## config.mk

```make
export PLATFORM = sky130hd
export DESIGN_NAME = motor_thermal_overload_monitor_unit
export DESIGN_NICKNAME = d
export VERILOG_FILES = /design/src/mtom_pkg.sv /design/src/motor_thermal_overload_monitor_unit.sv
export SDC_FILE = /design/constraint.sdc
export NUM_CORES = 2
export LEC_CHECK = 0
export BUFFER_PORTS_ARGS = -buffer_cell sky130_fd_sc_hd__buf_2
export CELL_PAD_IN_SITES_DETAIL_PLACEMENT = 0
export CELL_PAD_IN_SITES_GLOBAL_PLACEMENT = 2
export CORE_AREA = 2 2 298 300
export DETAILED_ROUTE_END_ITERATION = 10
export DIE_AREA = 0 0 300 302
export HOLD_SLACK_MARGIN = 0.1
export PLACE_DENSITY = 0.95
export SYNTH_ARGS = -nofsm -noshare
export SYNTH_HDL_FRONTEND = slang
export SYNTH_SLANG_ARGS = --single-unit
```

## constraint.sdc

```tcl
create_clock -name i_clk -period 25.8 [get_ports i_clk]
set_input_delay 1.29 -clock i_clk [delete_from_list [all_inputs] [get_ports i_clk]]
set_output_delay 1.29 -clock i_clk [all_outputs]
set_load 0.05 [all_outputs]
```

## src/mtom_pkg.sv

```systemverilog
// ----------------------------------------------------------------------------
// Motor thermal overload monitor package
// Shared widths, constants, sequencer states and the reciprocal on-time
// lookup for the two-motor overload protection block.
// ----------------------------------------------------------------------------
package mtom_pkg;

    localparam int ADC_BITS_DEF  = 10;
    localparam int TIME_BITS_DEF = 24;

    localparam int DT_W       = 20;
    localparam int CFG_W      = 24;
    localparam int CHARGE_W   = 28;
    localparam int FRAC_W     = 32;
    localparam int AVG_W      = 5;
    localparam int RECIP_W    = 17;
    localparam int IDX_W      = 5;
    localparam int Q_SHIFT    = 16;
    localparam int AMP_SHIFT  = 11;
    localparam int AMP_MUL_W  = 6;

    localparam logic [CFG_W-1:0]    CHECK_RESET = CFG_W'(100000);
    localparam logic [FRAC_W-1:0]   ONE_Q16     = FRAC_W'(32'h0001_0000);
    localparam logic [IDX_W-1:0]    IDX_TOP     = IDX_W'(16);
    localparam logic [AVG_W-1:0]    AVG_TOP     = {AVG_W{1'b1}};
    localparam logic [CHARGE_W-1:0] CHARGE_MAX  = {CHARGE_W{1'b1}};
    localparam logic [FRAC_W-1:0]   FRAC_MAX    = {FRAC_W{1'b1}};

    typedef enum logic [2:0] {
        ST_IDLE,
        ST_ACC,
        ST_CHK,
        ST_DIV,
        ST_MUL_L,
        ST_MUL_R,
        ST_ADD_R,
        ST_FIN
    } t_state;

    // Reciprocal of the permitted on-time at a given average current, unsigned Q1.16 per second.
    function automatic logic [RECIP_W-1:0] f_recip_ton(input logic [IDX_W-1:0] idx);
        logic [RECIP_W-1:0] v;
        unique case (idx)
            5'd3:    v = 17'd2576;
            5'd4:    v = 17'd5283;
            5'd5:    v = 17'd8727;
            5'd6:    v = 17'd12927;
            5'd7:    v = 17'd17885;
            5'd8:    v = 17'd23604;
            5'd9:    v = 17'd30084;
            5'd10:   v = 17'd37326;
            5'd11:   v = 17'd45328;
            5'd12:   v = 17'd54094;
            5'd13:   v = 17'd63621;
            5'd14:   v = 17'd73909;
            5'd15:   v = 17'd84960;
            5'd16:   v = 17'd96777;
            default: v = '0;
        endcase
        return v;
    endfunction

endpackage

```

## src/motor_thermal_overload_monitor_unit.sv

```systemverilog
// ----------------------------------------------------------------------------
// Motor thermal overload monitor
// Accumulates current times time for two motors, averages it over each
// evaluation interval and integrates an i2t overload fraction per side.
// ----------------------------------------------------------------------------
//  Channel    | Direction | Handshake                   | Contents
//  s_axis     | in        | tvalid / tready             | elapsed_us, adc_left, adc_right
//  m_axis     | out       | tvalid / tready             | averages and trip flags, checked
//  cfg        | in        | wr_en, no back-pressure     | check_interval_us
//
// An item without an evaluation is paced by the bit-serial charge multiply
// from acceptance to the earliest next acceptance. An item that closes an
// interval also runs the 28-step restoring division, one divider per side,
// stepping together. The result register frees the input side: a new item is
// taken while the previous result waits, and an item holds in its last step
// only while that register is still full. Reset is synchronous and clears the
// control and accumulated state; the datapath registers are not reset.
// ----------------------------------------------------------------------------
module motor_thermal_overload_monitor_unit
    import mtom_pkg::*;
#(
    parameter int ADC_BITS  = ADC_BITS_DEF,
    parameter int TIME_BITS = TIME_BITS_DEF,
    localparam int IN_W       = DT_W + 2 * ADC_BITS,
    localparam int IN_TDATA_W = ((IN_W + 7) / 8) * 8
) (
    input  logic                  i_clk,
    input  logic                  i_rst_n,
    input  logic                  i_s_axis_tvalid,
    output logic                  o_s_axis_tready,
    // elapsed_us, adc_left, adc_right, zero padding
    input  logic [IN_TDATA_W-1:0] i_s_axis_tdata,
    output logic                  o_m_axis_tvalid,
    input  logic                  i_m_axis_tready,
    // avg_amps_left, avg_amps_right, trip_left, trip_right, panic, zero padding
    output logic [15:0]           o_m_axis_tdata,
    // checked
    output logic                  o_m_axis_tuser,
    input  logic                  i_cfg_wr_en,
    input  logic [CFG_W-1:0]      i_cfg_wr_data
);

    localparam int AMP_W   = ADC_BITS + AMP_MUL_W - AMP_SHIFT;
    localparam int MC_W    = DT_W + AMP_W;
    localparam int ACC_W   = CHARGE_W + 1;
    localparam int TS_W    = ((TIME_BITS > DT_W) ? TIME_BITS : DT_W) + 1;
    localparam int CMP_W   = (TIME_BITS > CFG_W) ? TIME_BITS : CFG_W;
    localparam int PROD_W  = TIME_BITS + RECIP_W;
    localparam int INC_W   = PROD_W - Q_SHIFT;
    localparam int FS_W    = ((INC_W > FRAC_W) ? INC_W : FRAC_W) + 1;
    localparam int CNT_W   = $clog2(CHARGE_W);
    localparam int OUT_W   = 2 * AVG_W + 3;

    t_state r_state, n_state;

    logic [CFG_W-1:0]     r_interval;
    logic [TIME_BITS-1:0] r_time;
    logic [CHARGE_W-1:0]  r_charge_l, r_charge_r;
    logic [FRAC_W-1:0]    r_frac_l, r_frac_r;
    logic [AVG_W-1:0]     r_avg_l, r_avg_r;
    logic                 r_checked;

    logic [ACC_W-1:0]     r_acc_l, r_acc_r;
    logic [AMP_W-1:0]     r_amp_l, r_amp_r;
    logic [MC_W-1:0]      r_mcand;
    logic [CNT_W-1:0]     r_cnt;
    logic [CHARGE_W-1:0]  r_quo_l, r_quo_r;
    logic [TIME_BITS-1:0] r_rem_l, r_rem_r;
    logic [PROD_W-1:0]    r_prod;

    logic                 r_out_valid;
    logic [OUT_W-1:0]     r_out_data;
    logic                 r_out_checked;

    logic                 w_s_ready;
    logic                 w_out_load;

    logic [DT_W-1:0]        w_dt;
    logic [ADC_BITS-1:0]    w_adc_l, w_adc_r;
    logic [AMP_W-1:0]       w_amps_l, w_amps_r;
    logic [ADC_BITS+AMP_MUL_W-1:0] w_scl_l, w_scl_r;
    logic [TS_W-1:0]        w_time_sum;
    logic [TIME_BITS-1:0]   w_time_sat;
    logic [CHARGE_W-1:0]    w_chg_sat_l, w_chg_sat_r;
    logic                   w_check;
    logic                   w_acc_last, w_div_last;
    logic [TIME_BITS:0]     w_rsh_l, w_rsh_r;
    logic                   w_ge_l, w_ge_r;
    logic [IDX_W-1:0]       w_idx_l, w_idx_r, w_idx_sel;
    logic [AVG_W-1:0]       w_avg_l, w_avg_r;
    logic [RECIP_W-1:0]     w_recip;
    logic [FS_W-1:0]        w_fsum_l, w_fsum_r;
    logic [FRAC_W-1:0]      w_frac_new_l, w_frac_new_r;
    logic                   w_trip_l, w_trip_r;

    // Input unpacking and scaling to whole amps (x33 / 2048).
    assign w_dt    = i_s_axis_tdata[DT_W-1:0];
    assign w_adc_l = i_s_axis_tdata[DT_W +: ADC_BITS];
    assign w_adc_r = i_s_axis_tdata[DT_W + ADC_BITS +: ADC_BITS];
    assign w_scl_l = ((ADC_BITS+AMP_MUL_W)'(w_adc_l) << 5) + (ADC_BITS+AMP_MUL_W)'(w_adc_l);
    assign w_scl_r = ((ADC_BITS+AMP_MUL_W)'(w_adc_r) << 5) + (ADC_BITS+AMP_MUL_W)'(w_adc_r);
    assign w_amps_l = w_scl_l[ADC_BITS+AMP_MUL_W-1:AMP_SHIFT];
    assign w_amps_r = w_scl_r[ADC_BITS+AMP_MUL_W-1:AMP_SHIFT];

    assign w_time_sum = TS_W'(r_time) + TS_W'(w_dt);
    assign w_time_sat = (w_time_sum > TS_W'({TIME_BITS{1'b1}})) ? {TIME_BITS{1'b1}}
                                                                 : w_time_sum[TIME_BITS-1:0];

    assign w_chg_sat_l = r_acc_l[CHARGE_W] ? CHARGE_MAX : r_acc_l[CHARGE_W-1:0];
    assign w_chg_sat_r = r_acc_r[CHARGE_W] ? CHARGE_MAX : r_acc_r[CHARGE_W-1:0];
    assign w_check     = CMP_W'(r_time) > CMP_W'(r_interval);

    assign w_acc_last = (r_cnt == CNT_W'(AMP_W - 1));
    assign w_div_last = (r_cnt == CNT_W'(CHARGE_W - 1));

    // One restoring division step per cycle for each side.
    assign w_rsh_l = {r_rem_l, r_quo_l[CHARGE_W-1]};
    assign w_rsh_r = {r_rem_r, r_quo_r[CHARGE_W-1]};
    assign w_ge_l  = w_rsh_l >= {1'b0, r_time};
    assign w_ge_r  = w_rsh_r >= {1'b0, r_time};

    assign w_idx_l = (r_quo_l > CHARGE_W'(IDX_TOP)) ? IDX_TOP : r_quo_l[IDX_W-1:0];
    assign w_idx_r = (r_quo_r > CHARGE_W'(IDX_TOP)) ? IDX_TOP : r_quo_r[IDX_W-1:0];
    assign w_avg_l = (r_quo_l > CHARGE_W'(AVG_TOP)) ? AVG_TOP : r_quo_l[AVG_W-1:0];
    assign w_avg_r = (r_quo_r > CHARGE_W'(AVG_TOP)) ? AVG_TOP : r_quo_r[AVG_W-1:0];
    assign w_idx_sel = (r_state == ST_MUL_L) ? w_idx_l : w_idx_r;
    assign w_recip   = f_recip_ton(w_idx_sel);

    assign w_fsum_l = FS_W'(r_frac_l) + FS_W'(r_prod[PROD_W-1:Q_SHIFT]);
    assign w_fsum_r = FS_W'(r_frac_r) + FS_W'(r_prod[PROD_W-1:Q_SHIFT]);
    assign w_frac_new_l = (w_fsum_l > FS_W'(FRAC_MAX)) ? FRAC_MAX : w_fsum_l[FRAC_W-1:0];
    assign w_frac_new_r = (w_fsum_r > FS_W'(FRAC_MAX)) ? FRAC_MAX : w_fsum_r[FRAC_W-1:0];

    assign w_trip_l = r_frac_l > ONE_Q16;
    assign w_trip_r = r_frac_r > ONE_Q16;

    always_comb begin
        n_state = r_state;
        unique case (r_state)
            ST_IDLE:  if (i_s_axis_tvalid) n_state = ST_ACC;
            ST_ACC:   if (w_acc_last) n_state = ST_CHK;
            ST_CHK:   n_state = w_check ? ST_DIV : ST_FIN;
            ST_DIV:   if (w_div_last) n_state = ST_MUL_L;
            ST_MUL_L: n_state = ST_MUL_R;
            ST_MUL_R: n_state = ST_ADD_R;
            ST_ADD_R: n_state = ST_FIN;
            ST_FIN:   if (!r_out_valid || i_m_axis_tready) n_state = ST_IDLE;
            default:  n_state = ST_IDLE;
        endcase
    end

    always_comb begin
        w_s_ready  = (r_state == ST_IDLE);
        w_out_load = (r_state == ST_FIN) && (!r_out_valid || i_m_axis_tready);
    end

    always_ff @(posedge i_clk) begin
        if (!i_rst_n) begin
            r_state     <= ST_IDLE;
            r_interval  <= CHECK_RESET;
            r_time      <= '0;
            r_charge_l  <= '0;
            r_charge_r  <= '0;
            r_frac_l    <= '0;
            r_frac_r    <= '0;
            r_avg_l     <= '0;
            r_avg_r     <= '0;
            r_checked   <= 1'b0;
            r_cnt       <= '0;
            r_out_valid <= 1'b0;
        end else begin
            r_state <= n_state;
            if (i_cfg_wr_en) begin
                r_interval <= i_cfg_wr_data;
            end
            if (w_out_load) begin
                r_out_valid <= 1'b1;
            end else if (i_m_axis_tready) begin
                r_out_valid <= 1'b0;
            end
            unique case (r_state)
                ST_IDLE: begin
                    r_cnt <= '0;
                    if (i_s_axis_tvalid) begin
                        r_time <= w_time_sat;
                    end
                end
                ST_ACC: begin
                    r_cnt <= w_acc_last ? '0 : r_cnt + CNT_W'(1);
                end
                ST_CHK: begin
                    r_checked  <= w_check;
                    r_charge_l <= w_check ? '0 : w_chg_sat_l;
                    r_charge_r <= w_check ? '0 : w_chg_sat_r;
                    r_cnt      <= '0;
                end
                ST_DIV: begin
                    r_cnt <= r_cnt + CNT_W'(1);
                end
                ST_MUL_L: begin
                    r_avg_l <= w_avg_l;
                end
                ST_MUL_R: begin
                    r_avg_r  <= w_avg_r;
                    r_frac_l <= w_frac_new_l;
                end
                ST_ADD_R: begin
                    r_frac_r <= w_frac_new_r;
                    r_time   <= '0;
                end
                ST_FIN: begin
                    r_cnt <= '0;
                end
                default: begin
                    r_cnt <= '0;
                end
            endcase
        end
    end

    // Datapath registers without reset.
    always_ff @(posedge i_clk) begin
        unique case (r_state)
            ST_IDLE: begin
                r_acc_l <= {1'b0, r_charge_l};
                r_acc_r <= {1'b0, r_charge_r};
                r_amp_l <= w_amps_l;
                r_amp_r <= w_amps_r;
                r_mcand <= MC_W'(w_dt);
            end
            ST_ACC: begin
                if (r_amp_l[0]) begin
                    r_acc_l <= r_acc_l + ACC_W'(r_mcand);
                end
                if (r_amp_r[0]) begin
                    r_acc_r <= r_acc_r + ACC_W'(r_mcand);
                end
                r_amp_l <= r_amp_l >> 1;
                r_amp_r <= r_amp_r >> 1;
                r_mcand <= r_mcand << 1;
            end
            ST_CHK: begin
                r_quo_l <= w_chg_sat_l;
                r_quo_r <= w_chg_sat_r;
                r_rem_l <= '0;
                r_rem_r <= '0;
            end
            ST_DIV: begin
                r_rem_l <= w_ge_l ? TIME_BITS'(w_rsh_l - {1'b0, r_time}) : w_rsh_l[TIME_BITS-1:0];
                r_rem_r <= w_ge_r ? TIME_BITS'(w_rsh_r - {1'b0, r_time}) : w_rsh_r[TIME_BITS-1:0];
                r_quo_l <= {r_quo_l[CHARGE_W-2:0], w_ge_l};
                r_quo_r <= {r_quo_r[CHARGE_W-2:0], w_ge_r};
            end
            ST_MUL_L, ST_MUL_R: begin
                r_prod <= PROD_W'(r_time) * PROD_W'(w_recip);
            end
            default: begin
                r_prod <= r_prod;
            end
        endcase
        if (w_out_load) begin
            r_out_checked <= r_checked;
            r_out_data    <= {w_trip_l | w_trip_r, w_trip_r, w_trip_l, r_avg_r, r_avg_l};
        end
    end

    assign o_s_axis_tready = w_s_ready;
    assign o_m_axis_tvalid = r_out_valid;
    assign o_m_axis_tdata  = 16'(r_out_data);
    assign o_m_axis_tuser  = r_out_checked;

endmodule
```

==> flow_summary.yaml <==
status:
  status: "finished clean"
floorplanning:
  die_area_um2: 90600
  die_w_um: 300
  fp.coreArea_um2: 87600
  initial_core_util: 0.437
  io_pins: 88
  die_y_um: 302
  fp-row-count: 109
timing:
  hold_viol: 0
  period_share: 0.390
  setup_viol: 0
  period_minus_slack_ns: 10.07
  relSlewSlack: 0.187
  max_freq_mhz: 99.3
  rsz0062_at_grt: "no"
  worstMarginPinSlew_ns: 1.22
  setup_tns_ns: 0
  slew_violations: 0
  clock_skew_ns: 0.0493
clock_tree:
  postCtsSetupBuffers: 0
  cts_buffers: 53
  cts.sinks: 424
  clockRootBuffer: "clkbuf_16"
  hold_buffers: 0
  cts.clk_slew.worst_paths_ns: 0.06
  clock_path_buffers: 3
  cts_resized: 0
  cts_tree: "done"
  clock_latency_ns: 0.67
  h-tree-depth: 2
synth:
  synth_cells: 4290
  netlist_area_um2: 38200
  yosysUniqueCellTypes: 88
  ys_ff_latch: 424
  synthFlopType: "edfxtp_1"
  avgSynthCellArea_um2: 8.91
  synth_edf_count: 236
  yosysWarnings: 0
  seq_area_frac_synth: 0.284
  async_flop_share: 0
layout:
  area_delta_synth_final_pct: 9.07
  drive_gt1_frac: 0.0678
  utilization: 0.476
  fin_nets: 5031
  fillers: 8514
  num_antenna_cells: 0
  final_area_um2: 41700
  final_cells: 5514
worst_setup_path:
  critPathRequiredTime_ns: 26.19
  crit_path_max_incr_delay_ns: 0.70
  end_kind: "register"
  cpMaxStageDelayCell: "nand2_1"
  critPathLaunchType: "register"
  worstPathMaxFanout: 29
  crit_type: "reg2reg"
  cp.arrival_ns: 10.46
global_routing:
  grt_max_degree: 94
  grt_pass1_wl_um: 175000
  grt_pass1_vias: 30800
  antenna_found_initial: 2
  grt_util_all_layers: 0.245
  overflow: 0
placed_design:
  io_buffers: 84
  dpl_cell_area_um2: 39900
  globalplace.congestion: 0.881
  place_inst: 5414
  hpwl_um: 81400
job:
  cap_violations: 0
routing:
  vias_per_cell: 5.56
  drt_iter0_drc: 2328
  wire_per_inst_um: 19.9
  vias: 30700
  route.detailed.drc: 0
  wl_um: 110000
  postRouteAntennaNets: 0
  dr.pass1.iters: 5
pwr:
  power-per-cell-area_nw_per_um2: 65.9
  p_leak_nw: 18.8
  max-vdd-ir-drop_uv: 52.8
worst_hold_path:
  hold_path.class: "reg2reg"
## Yosys cell counts, types with 26 or more instances
library cell	count	area, µm²
nand2_1	543	2040
inv_1	474	1780
nor2_1	404	1520
fa_1	334	6690
ha_1	324	4050
a21oi_1	281	1410
o21ai_0	264	1320
edfxtp_1	236	7090
dfxtp_1	188	3760
clkbuf_1	130	488
xnor2_1	109	955
and2_1	104	651
nor3_1	95	475
a21o_1	87	653
xor2_1	72	631
nand3_1	64	320
mux2i_1	53	531
and3_1	42	263
buf_2	35	175
a211oi_1	34	255
nor4_1	30	188
nor2b_1	29	181
o21a_1	28	210
nand2b_1	26	163
## cell families (layout without fill, tap and decap cells)
logic type,after synthesis,in the layout,synth area share
compound gates,893,893,0.145
xor+xnor,181,181,0.0415
fa+ha+maj,658,658,0.281
buf+inv,657,714,0.0668
flops,424,424,0.284
mux,56,56,0.0148
other cells,1,3,0.0000981
simple gates,1420,1420,0.168
## area by class of cell
cell class	instances	area, µm²	share of cell area
inverter	475	1780	0.0427
tap	1165	1460	0.0349
clock inverter	32	389	0.00933
clock buffer	68	1430	0.0343
timing repair buffer	139	833	0.0200
sequential	424	10900	0.260
multi-input combinational	3211	25000	0.599
## cells in the final DEF (no fill, tap or decap), types with 72 or more instances in the layout
cell	n
nor3_1	94
xor2_1	72
and2_1	104
a21o_1	87
nor2_1	401
a21oi_1	280
fa_1	334
ha_1	324
edfxtp_1	236
o21ai_0	264
nand2_1	541
inv_1	473
xnor2_1	109
buf_2	84
dfxtp_1	188
## flip-flops by register name, summed over array words and instances (netlist names), 13 cells and up
name	count
r_mcand	25
r_out_data	13
r_acc_l	29
r_frac_r	32
r_acc_r	29
r_time	24
r_interval	24
r_rem_r	24
r_charge_l	28
r_charge_r	28
r_rem_l	24
r_quo_r	28
r_quo_l	28
r_prod	25
r_frac_l	32
## power breakdown
group,internal [mW],switching [mW]
Combinational,0.461,0.697
Clock,0.450,0.326
Sequential,0.788,0.0288
## final timing paths
kind              startpoint            end  slack [ns]  cells after the start
setup / recovery  r_state[2]     r_prod[35]       15.73                     32
hold / removal    r_avg_r[2]  r_out_data[7]        0.43                      0
setup reg to reg  r_state[2]     r_prod[35]       15.73                     32
hold reg to reg   r_avg_r[2]  r_out_data[7]        0.43                      0
## critical path, delay by kind of cell (launching register included)
family	cells	cell delay [ns]
buf+inv	8	0.98
compound gates	7	1.89
simple gates	8	2.28
xor+xnor	1	0.17
flops	1	0.66
fa+ha+maj	8	3.82
## per-layer routing
metal  wire, µm  up-vias  global-route usage
li1           -    14600                   -
met1      48500    15100               0.327
met2      51800      813               0.414
met3       6470      170              0.0362
met4       2880        0              0.0679
met5          0        -                   0
## through the flow
step	setup slack [ns]	hold WS (ns)	power (mW)
2_1_floorplan	16.30	0.403	1.66
4_1_cts	15.76	0.431	2.77
3_3_place_gp	15.84	0.414	1.98
5_1_grt	15.16	0.437	2.95
3_5_place_dp	15.77	0.414	1.98
6_report	15.73	0.430	2.75
Note: power is estimated with default switching activity, not from simulation.
